## src/sv/cu_pkg.sv

```systemverilog
// Shared types and constants for the combination unranker.
package cu_pkg;

  localparam int unsigned SetSizeW  = 11;
  localparam int unsigned SubsetW   = 2;
  localparam int unsigned RankW     = 28;
  localparam int unsigned IdxW      = 10;
  localparam int unsigned CfgIndexW = 2;
  localparam int unsigned MulW      = 32;
  localparam int unsigned Pair2W    = 19;

  localparam logic [SetSizeW-1:0] MaxSetSize       = 11'd1024;
  localparam logic [SetSizeW-1:0] SetSizeReset     = 11'd16;
  localparam logic [SubsetW-1:0]  SubsetSizeReset  = 2'd3;
  localparam logic [MulW-1:0]     InverseOfThree   = 32'hAAAA_AAAB;

  localparam logic [CfgIndexW-1:0] CfgSetSize    = 2'd0;
  localparam logic [CfgIndexW-1:0] CfgSubsetSize = 2'd1;

  localparam logic [SubsetW-1:0] PickOne = 2'd1;
  localparam logic [SubsetW-1:0] PickTwo = 2'd2;

  typedef enum logic [2:0] {
    ST_IDLE,
    ST_MUL1,
    ST_MUL2,
    ST_MUL3,
    ST_CHECK,
    ST_SEARCH
  } cu_state_e;

endpackage

```

## src/sv/combination_unranker_top.sv

```systemverilog
// Combination unranker: one shared multiplier for setup, then a one-candidate-per-cycle search.
// Setup is three multiplier passes and a range check, followed by the candidate search.
// Throughput: one rank at a time; busy_o stays high until the last result is strobed.
// Results are strobed for one cycle each and cannot be stalled by the receiver.
// Reset is asynchronous and active low; it restores set_size = 16 and subset_size = 3.
module combination_unranker_top
  import cu_pkg::*;
(
  input  logic                 clk_i,
  input  logic                 rst_ni,
  input  logic                 cfg_valid_i,
  output logic                 cfg_ready_o,
  input  logic [CfgIndexW-1:0] cfg_index_i,
  input  logic [SetSizeW-1:0]  cfg_data_i,
  input  logic                 start_i,
  output logic                 busy_o,
  input  logic [RankW-1:0]     rank_i,
  output logic                 result_valid_o,
  output logic [IdxW-1:0]      element_index_o,
  output logic                 last_o,
  output logic                 range_error_o
);

  cu_state_e state_q, state_d;

  logic [SetSizeW-1:0] set_size_q;
  logic [SubsetW-1:0]  subset_size_q;

  logic [RankW-1:0]    rank_q, rank_d;
  logic [RankW-1:0]    x_q, x_d;
  logic [SetSizeW-1:0] a_q, a_d;
  logic [SubsetW-1:0]  b_q, b_d;
  logic [MulW-1:0]     m_q, m_d;
  logic [Pair2W-1:0]   c2_q, c2_d;
  logic [RankW-1:0]    c3_q, c3_d;

  logic                res_valid_q, res_valid_d;
  logic [IdxW-1:0]     res_idx_q, res_idx_d;
  logic                res_last_q, res_last_d;
  logic                res_err_q, res_err_d;

  logic [MulW-1:0]     mul_a, mul_b;
  logic [MulW-1:0]     mul_full;
  logic [SetSizeW-1:0] a_m1;
  logic [Pair2W-1:0]   c2_dec;
  logic [RankW-1:0]    c3_dec;
  logic [RankW-1:0]    c_sel;
  logic [SetSizeW-1:0] emit_idx;
  logic                bad_cfg;

  assign cfg_ready_o = 1'b1;

  always_ff @(posedge clk_i or negedge rst_ni) begin
    if (!rst_ni) begin
      set_size_q    <= SetSizeReset;
      subset_size_q <= SubsetSizeReset;
    end else if (cfg_valid_i && cfg_ready_o) begin
      case (cfg_index_i)
        CfgSetSize:    set_size_q    <= cfg_data_i;
        CfgSubsetSize: subset_size_q <= cfg_data_i[SubsetW-1:0];
        default: ;
      endcase
    end
  end

  always_comb begin
    case (state_q)
      ST_MUL1: begin
        mul_a = MulW'(set_size_q);
        mul_b = MulW'(set_size_q - 11'd1);
      end
      ST_MUL2: begin
        mul_a = m_q;
        mul_b = MulW'(set_size_q - 11'd2);
      end
      ST_MUL3: begin
        mul_a = m_q >> 1;
        mul_b = InverseOfThree;
      end
      default: begin
        mul_a = '0;
        mul_b = '0;
      end
    endcase
  end

  assign mul_full = mul_a * mul_b;

  assign a_m1     = a_q - 11'd1;
  assign c2_dec   = c2_q - Pair2W'(a_m1);
  assign c3_dec   = c3_q - RankW'(c2_dec);
  assign emit_idx = set_size_q - 11'd1 - a_q;
  assign bad_cfg  = (subset_size_q == '0) || (SetSizeW'(subset_size_q) > set_size_q) ||
                    (set_size_q > MaxSetSize);

  always_comb begin
    case (b_q)
      PickOne: c_sel = RankW'(a_q);
      PickTwo: c_sel = RankW'(c2_q);
      default: c_sel = c3_q;
    endcase
  end

  always_comb begin
    state_d     = state_q;
    rank_d      = rank_q;
    x_d         = x_q;
    a_d         = a_q;
    b_d         = b_q;
    m_d         = m_q;
    c2_d        = c2_q;
    c3_d        = c3_q;
    res_valid_d = 1'b0;
    res_idx_d   = res_idx_q;
    res_last_d  = res_last_q;
    res_err_d   = res_err_q;
    case (state_q)
      ST_IDLE: begin
        if (start_i) begin
          rank_d  = rank_i;
          a_d     = set_size_q;
          b_d     = subset_size_q;
          state_d = ST_MUL1;
        end
      end
      ST_MUL1: begin
        m_d     = mul_full[MulW-1:0];
        state_d = ST_MUL2;
      end
      ST_MUL2: begin
        c2_d    = m_q[Pair2W:1];
        m_d     = mul_full[MulW-1:0];
        state_d = ST_MUL3;
      end
      ST_MUL3: begin
        c3_d    = mul_full[RankW-1:0];
        state_d = ST_CHECK;
      end
      ST_CHECK: begin
        if (bad_cfg || (rank_q >= c_sel)) begin
          res_valid_d = 1'b1;
          res_idx_d   = '0;
          res_last_d  = 1'b1;
          res_err_d   = 1'b1;
          state_d     = ST_IDLE;
        end else begin
          x_d     = c_sel - RankW'(1) - rank_q;
          a_d     = a_m1;
          c2_d    = c2_dec;
          c3_d    = c3_dec;
          state_d = ST_SEARCH;
        end
      end
      ST_SEARCH: begin
        a_d  = a_m1;
        c2_d = c2_dec;
        c3_d = c3_dec;
        if (c_sel <= x_q) begin
          res_valid_d = 1'b1;
          res_idx_d   = emit_idx[IdxW-1:0];
          res_last_d  = (b_q == PickOne);
          res_err_d   = 1'b0;
          x_d         = x_q - c_sel;
          b_d         = b_q - 2'd1;
          if (b_q == PickOne) begin
            state_d = ST_IDLE;
          end
        end
      end
      default: state_d = ST_IDLE;
    endcase
  end

  always_ff @(posedge clk_i or negedge rst_ni) begin
    if (!rst_ni) begin
      state_q     <= ST_IDLE;
      res_valid_q <= 1'b0;
    end else begin
      state_q     <= state_d;
      res_valid_q <= res_valid_d;
    end
  end

  always_ff @(posedge clk_i) begin
    rank_q    <= rank_d;
    x_q       <= x_d;
    a_q       <= a_d;
    b_q       <= b_d;
    m_q       <= m_d;
    c2_q      <= c2_d;
    c3_q      <= c3_d;
    res_idx_q <= res_idx_d;
    res_last_q <= res_last_d;
    res_err_q <= res_err_d;
  end

  assign busy_o          = (state_q != ST_IDLE);
  assign result_valid_o  = res_valid_q;
  assign element_index_o = res_idx_q;
  assign last_o          = res_last_q;
  assign range_error_o   = res_err_q;

  a_start_busy: assert property (@(posedge clk_i) disable iff (!rst_ni)
    start_i && !busy_o |=> busy_o)
    else $error("accepted rank did not make the block busy");

  a_error_form: assert property (@(posedge clk_i) disable iff (!rst_ni)
    result_valid_o && range_error_o |-> last_o && (element_index_o == '0))
    else $error("error result is not a single marked zero element");

  a_more_follows: assert property (@(posedge clk_i) disable iff (!rst_ni)
    result_valid_o && !last_o |-> busy_o && (state_q == ST_SEARCH))
    else $error("non-final element strobed while the search is over");

  a_search_pick: assert property (@(posedge clk_i) disable iff (!rst_ni)
    state_q == ST_SEARCH |-> b_q != '0)
    else $error("search running with no element left to pick");

endmodule

```

## config.mk

```make
export PLATFORM = sky130hd
export DESIGN_NAME = combination_unranker_top
export DESIGN_NICKNAME = d
export VERILOG_FILES = /design/src/sv/cu_pkg.sv /design/src/sv/combination_unranker_top.sv
export SDC_FILE = /design/constraint.sdc
export NUM_CORES = 2
export LEC_CHECK = 0
export BUFFER_PORTS_ARGS = -buffer_cell sky130_fd_sc_hd__buf_2
export CORE_MARGIN = 2
export CORE_UTILIZATION = 38
export DETAILED_ROUTE_END_ITERATION = 8
export GPL_TIMING_DRIVEN = 1
export PLACE_DENSITY = 0.51
export SLEW_MARGIN = 20
export SYNTH_ARGS = -nofsm -noshare
export SYNTH_HDL_FRONTEND = slang
export SYNTH_SLANG_ARGS = --single-unit
```

## constraint.sdc

```tcl
create_clock -name clk_i -period 10 [get_ports clk_i]
set_clock_uncertainty 0.1 [all_clocks]
set_input_delay 1 -clock clk_i [delete_from_list [all_inputs] [get_ports clk_i]]
set_output_delay 1 -clock clk_i [all_outputs]
set_load 0.03 [all_outputs]
```

# Yosys cells after proc, flatten, opt, wreduce, memory -nomap -nowiden
# Cells that the tools add are included.
# op_classes
addsub	11
multipliers	1
n_lt_le_gt_ge	4
eq_ne	13
mux	32
n_reduce_logical	23
# ops
cell	n
32-bit one-hot mux with 3 select lines	2
28-bit one-hot mux with 2 select lines	2
28-bit two-way mux	3
28-bit one-hot mux with 3 select lines	1
19-bit one-hot mux with 3 select lines	1
28-bit subtractor	2
11-bit one-hot mux with 3 select lines	1
32-bit by 32-bit multiplier with 32-bit output	1
28-bit >= comparator	1
28-bit <= comparator	1
28-bit by 1-bit subtractor with 28-bit output, second input constant	1
28-bit by 19-bit subtractor with 28-bit output	1
11-bit two-way mux	2
10-bit two-way mux	2
10-bit one-hot mux with 2 select lines	1
19-bit two-way mux	1
19-bit by 11-bit subtractor with 19-bit output	1
3-bit one-hot mux with 6 select lines	1
3-bit AND reduction	5
3-bit two-way mux	4
3-bit nonzero test	4
11-bit by 1-bit subtractor with 12-bit output, second input constant	1
11-bit by 2-bit subtractor with 12-bit output, second input constant	1
11-bit > comparator, second input constant	1
other kinds (21)	43
# word_totals
ff_bits	177
input_bits	45
output_inout_bits	15
wordCells	98

# Logic depth before layout (Yosys ltp)
# logic_depth
word_depth	6
depth_mapped	38
mapped_depth_nobuf	35

# Worst setup path after synthesis
# No wires, ideal clock.
# synth_timing
path_type	register to register
from	register set_size_q[1]
to	register c3_q[24], data pin
setup_time_ns	0.260
arrival_ns	8.789
required_time_ns	9.640
slack_ns	0.851
stages_incl_launch_ff	35
path_buffers	2
period_less_slack_ns	9.149
cell_sequence	dfrtp_1 clkinv_1 ha_1 or3b_4 or4_4 nor2_1 inv_1 a21o_1 a221oi_1 or2_2 clkbuf_1 clkbuf_1 nor2_1 fa_1 fa_1 fa_1 inv_1 fa_1 inv_1 fa_1 inv_1 fa_1 inv_1 fa_1 fa_1 ha_1 a21o_1 a21o_1 a2111oi_0 o21ai_0 nand2_1 nor2_1 nor3_1 xnor2_1 mux2_2
# synth_via
elab_chain_len	4
word_cells_on_any_way	6
cone_classes	add/sub: 2; mul: 1; mux: 3
# synth_lines
item	line	text
start, declared	combination_unranker_top.sv:26	logic [SetSizeW-1:0] set_size_q;
start signal, assigned	combination_unranker_top.sv:55	set_size_q <= SetSizeReset;
start signal, assigned	combination_unranker_top.sv:59	CfgSetSize: set_size_q <= cfg_data_i;
11-bit by 2-bit subtractor with 12-bit output / 11-bit by 1-bit subtractor with 12-bit output (equally long branches)	combination_unranker_top.sv:74, combination_unranker_top.sv:70	
32-bit one-hot mux with 3 select lines	combination_unranker_top.sv:67	case (state_q)
32-bit by 32-bit multiplier with 32-bit output (*)	combination_unranker_top.sv:87	assign mul_full = mul_a * mul_b;
net mul_full[24]	combination_unranker_top.sv:43	logic [MulW-1:0] mul_full;
28-bit one-hot mux with 3 select lines (*)	combination_unranker_top.sv:117	case (state_q)
net c3_d[24]	combination_unranker_top.sv:35	logic [RankW-1:0] c3_q, c3_d;
end signal, assigned	combination_unranker_top.sv:191	c3_q <= c3_d;
end, declared	combination_unranker_top.sv:35	
# Mark *: on every way through the listed nets, which the timed path passes. The rest lies on a longest branch.
# A chain may end at the register's enable or synchronous reset.

# Worst setup path after layout
# layout_timing
from	register set_size_q[2]
to	register m_q[31], data pin
# layout_via
elab_chain_len	3
word_cells_on_any_way	5
cone_classes	add/sub: 2; mul: 1; mux: 2
# layout_lines
item	line	text
11-bit by 2-bit subtractor with 12-bit output / 11-bit by 1-bit subtractor with 12-bit output (equally long branches)	combination_unranker_top.sv:74, combination_unranker_top.sv:70	
32-bit one-hot mux with 3 select lines	combination_unranker_top.sv:67	
32-bit by 32-bit multiplier with 32-bit output (*)	combination_unranker_top.sv:87	
net mul_full[31]	combination_unranker_top.sv:43	
end signal, assigned	combination_unranker_top.sv:189	m_q <= m_d;
end, declared	combination_unranker_top.sv:33	logic [MulW-1:0] m_q, m_d;
# Marked as above.

==> metrics.cfg <==
[grt]
grt_use_total=0.2392
grt_pass1_vias=22600
grt_overflow=0
grt_pass1_wl_um=134100
grt_max_degree=102
antenna_found_initial=1

[drt]
routed_via_density=5.307
drt-total-wl_um=85980
vias=21410
drt_iter0_drc=1539
first_pass_iters=7
drc=0
route.detailed.wl_per_inst_um=21.31
antenna_left=0

[timing]
tightest_slew_ns=1.078
final.hold.worst_slack_ns=0.3420
layout_min_cycle_time_ns=9.518
period_share=0.9518
setup_viol=0
slew_viol_final=0
setup_slack_ns=0.4825
tns_ns=0
slew_headroom=0.2799
hold_viol=0
rsz0062_at_grt=no
max_freq_mhz=105.1

[clock_network]
root_buffer=clkbuf_16
cts_tree=yes
cts_made_buffers=17
clk_pin_slew_ns=0.08
cts_hold_buffers=0
clk_path_buf_depth=2
clock_latency_ns=0.49
clock-sinks=177
htree_levels=4

[critical_path]
critPathCapture=m_q[31]
cp.required_ns=10.13
crit_fanout=8
critical_path.max_stage_delay_ns=0.59
r2r_cells=29
endpoint_kind=flip-flop
r2r-end=m_q[31]
ff2ff_setup_slack_ns=0.48
criticalPathCategory=reg -> reg
cp.arrival_ns=9.64
crit_slowest_cell=fa_1
crit_start=set_size_q[2]
crit_path_start_kind=flip-flop
cpMostUsedCell=fa_1
rr_startpoint=set_size_q[2]

[floorplanning]
dieArea_mm2=0.07409
num_rows=98
ios=60
core_area_mm2=0.07136
fp.dieW_um=272.2
initial_core_util=0.3830
die_h_um=272.2

[cells_and_area]
final_nets=3747
antenna_cells=0
fill_cells=7220
syn2layout_area_growth_pct=8.084
drive_gt1_frac=0.06842

[place]
port-buffer-count=58
dpl_worst_slack_ns=0.3329
hpwlAfterDp_um=71510
place_congestion=0.9244

[logic_synthesis]
synth-seq-cells=177
synthXorXnorAreaFrac=0.05589
synthArstFlopShare=0.09605
synth-edff-count=160
netlist_instances=3030
yosys_warnings=0
netlist_area_mm2=0.02733
synth.mux.area_fraction=0.01154
synth_area_leaders=fa_1, edfxtp_1, ha_1, inv_1, nand2_1
synth_area_per_cell_um2=9.021
synth_nets=3706
synth_top_family_by_area=adder cells
synthSimpleGateAreaFrac=0.1338
synth_top_area_share=0.2732
synth.distinct_cells=78
synth_flop_cell=edfxtp_1
yosysSeqAreaShare=0.1915
yosys.area.top_type=fa_1
synthAdderAreaFrac=0.3913
synth_compound_area_frac=0.1260

[flow_run]
drv_cap=0

[min_path]
hp-class=in -> async

[run_status]
status=finished, final reports clean

-- metal layers --
metal	GRT usage	vias to the layer above	routed length (um)
li1	-	9916	-
met5	0	-	0
met2	0.3977	576	40990
met1	0.3213	10800	38160
met3	0.03394	117	4360
met4	0.07721	0	2466
-- how the worst min path moves through the flow --
stage / from / endpoint / slack, ns
floorplan: m_q[8] / c2_q[7] / 0.44
global placement: b_q[0] / b_q[0] / 0.51
finish: rst_ni / result_valid_o / 0.34
detailed placement: b_q[0] / b_q[0] / 0.52
CTS: rst_ni / state_q[2] / 0.32
global route: rst_ni / state_q[2] / 0.34
-- synth_stat cells, drive strengths merged (7+ instances only) --
| cell | n |
|---|---|
| a21o | 65 |
| buf | 12 |
| nor4 | 11 |
| xnor2 | 122 |
| nand3 | 44 |
| a22oi | 23 |
| and3 | 9 |
| o31ai | 11 |
| and2 | 21 |
| or3 | 10 |
| nand2b | 31 |
| dfrtp | 14 |
| a22o | 19 |
| xor2 | 49 |
| nand4 | 14 |
| o21a | 23 |
| nor2 | 236 |
| inv | 547 |
| a21oi | 120 |
| nor2b | 29 |
| nor3 | 26 |
| mux2i | 9 |
| a31o | 7 |
| mux2 | 20 |
| ha | 258 |
| a21boi | 7 |
| fa | 373 |
| clkbuf | 89 |
| o21ai | 147 |
| a211oi | 15 |
| edfxtp | 160 |
| o21bai | 23 |
| a31oi | 25 |
| nand2 | 372 |
| o22ai | 7 |
-- layout make-up --
class	instances	area [um2]	share of cell area
Tap cell	950	1189	0.04024
Sequential cell	177	5234	0.1772
Multi-Input combinational cell	2204	19710	0.6672
Clock buffer	19	442.9	0.01499
Clock inverter	13	131.4	0.004447
Inverter	548	2057	0.06963
Timing Repair Buffer	123	778.2	0.02634
-- registers in the layout, summed over array words and instances, names as in the netlist, 2 cells and up --
| register | flops |
|---|---|
| m_q | 32 |
| c3_q | 28 |
| rank_q | 28 |
| x_q | 28 |
| c2_q | 19 |
| a_q | 11 |
| set_size_q | 11 |
| element_index_o | 10 |
| state_q | 3 |
| b_q | 2 |
| subset_size_q | 2 |
-- through the flow --
step / utilization / cell area [um2] / cells
after CTS: 0.4135 / 29510 / 4031
after detailed placement: 0.4054 / 28930 / 3999
final: 0.4140 / 29540 / 4034
after global routing: 0.4140 / 29540 / 4034
after global placement: 0.4054 / 28930 / 3999
after floorplan: - / 27330 / 3030
-- layout by cell type, fill, tap and decap left out, types with 7 or more instances in the layout --
cell type  netlist  routed
a211oi_1        15      13
a21boi_0         7       7
a21o_1          65      65
a21oi_1        120     118
a22o_1          19      19
a22oi_1         23      23
a31o_2           7       7
a31oi_1         25      23
and2_1          21      21
and3_1           9       9
buf_2            1      58
buf_4            1      65
clkbuf_16        0      17
dfrtp_1         14      14
edfxtp_1       160     160
fa_1           373     373
ha_1           258     258
inv_1          547     547
inv_6            0       8
mux2_2          20      20
mux2i_1          9       9
nand2_1        372     372
nand2b_1        31      30
nand3_1         44      44
nand4_1         14      14
nor2_1         235     232
nor2b_1         29      29
nor3_1          25      25
nor4_1          11      11
o21a_1          23      23
o21ai_0        143     142
o21bai_1        23      23
o31ai_1         11      11
or3_1           10      10
xnor2_1        121     121
xor2_1          49      49
-- cell families (layout without fill, tap and decap cells) --
group	after synthesis	in the layout
and+or+nand+nor	831	831
adders and majority gates	631	631
buffers and inverters	649	703
xor gates and xnor gates	172	172
muxes	29	29
DFF	177	177
other	1	1
AOI/OAI and AO/OA	540	540
-- repair_timing --
| item | CTS | global route |
|---|---|---|
| setup buffers | 0 | 3 |
| gates resized for setup | 0 | 6 |
| setup endpoints to repair | 0 | 10 |
-- worst max-delay path: cells and delay by family, from the launching register on --
family        cells  cell delay, ns
fa+ha+maj         9            4.36
xor+xnor         10            1.95
simple gates      5            1.94
flops             1            0.48
buf+inv           5            0.37
Power is left out: the tool's default activity adds up to more than one toggle a clock period on the data nets, which glitch-free logic cannot reach.
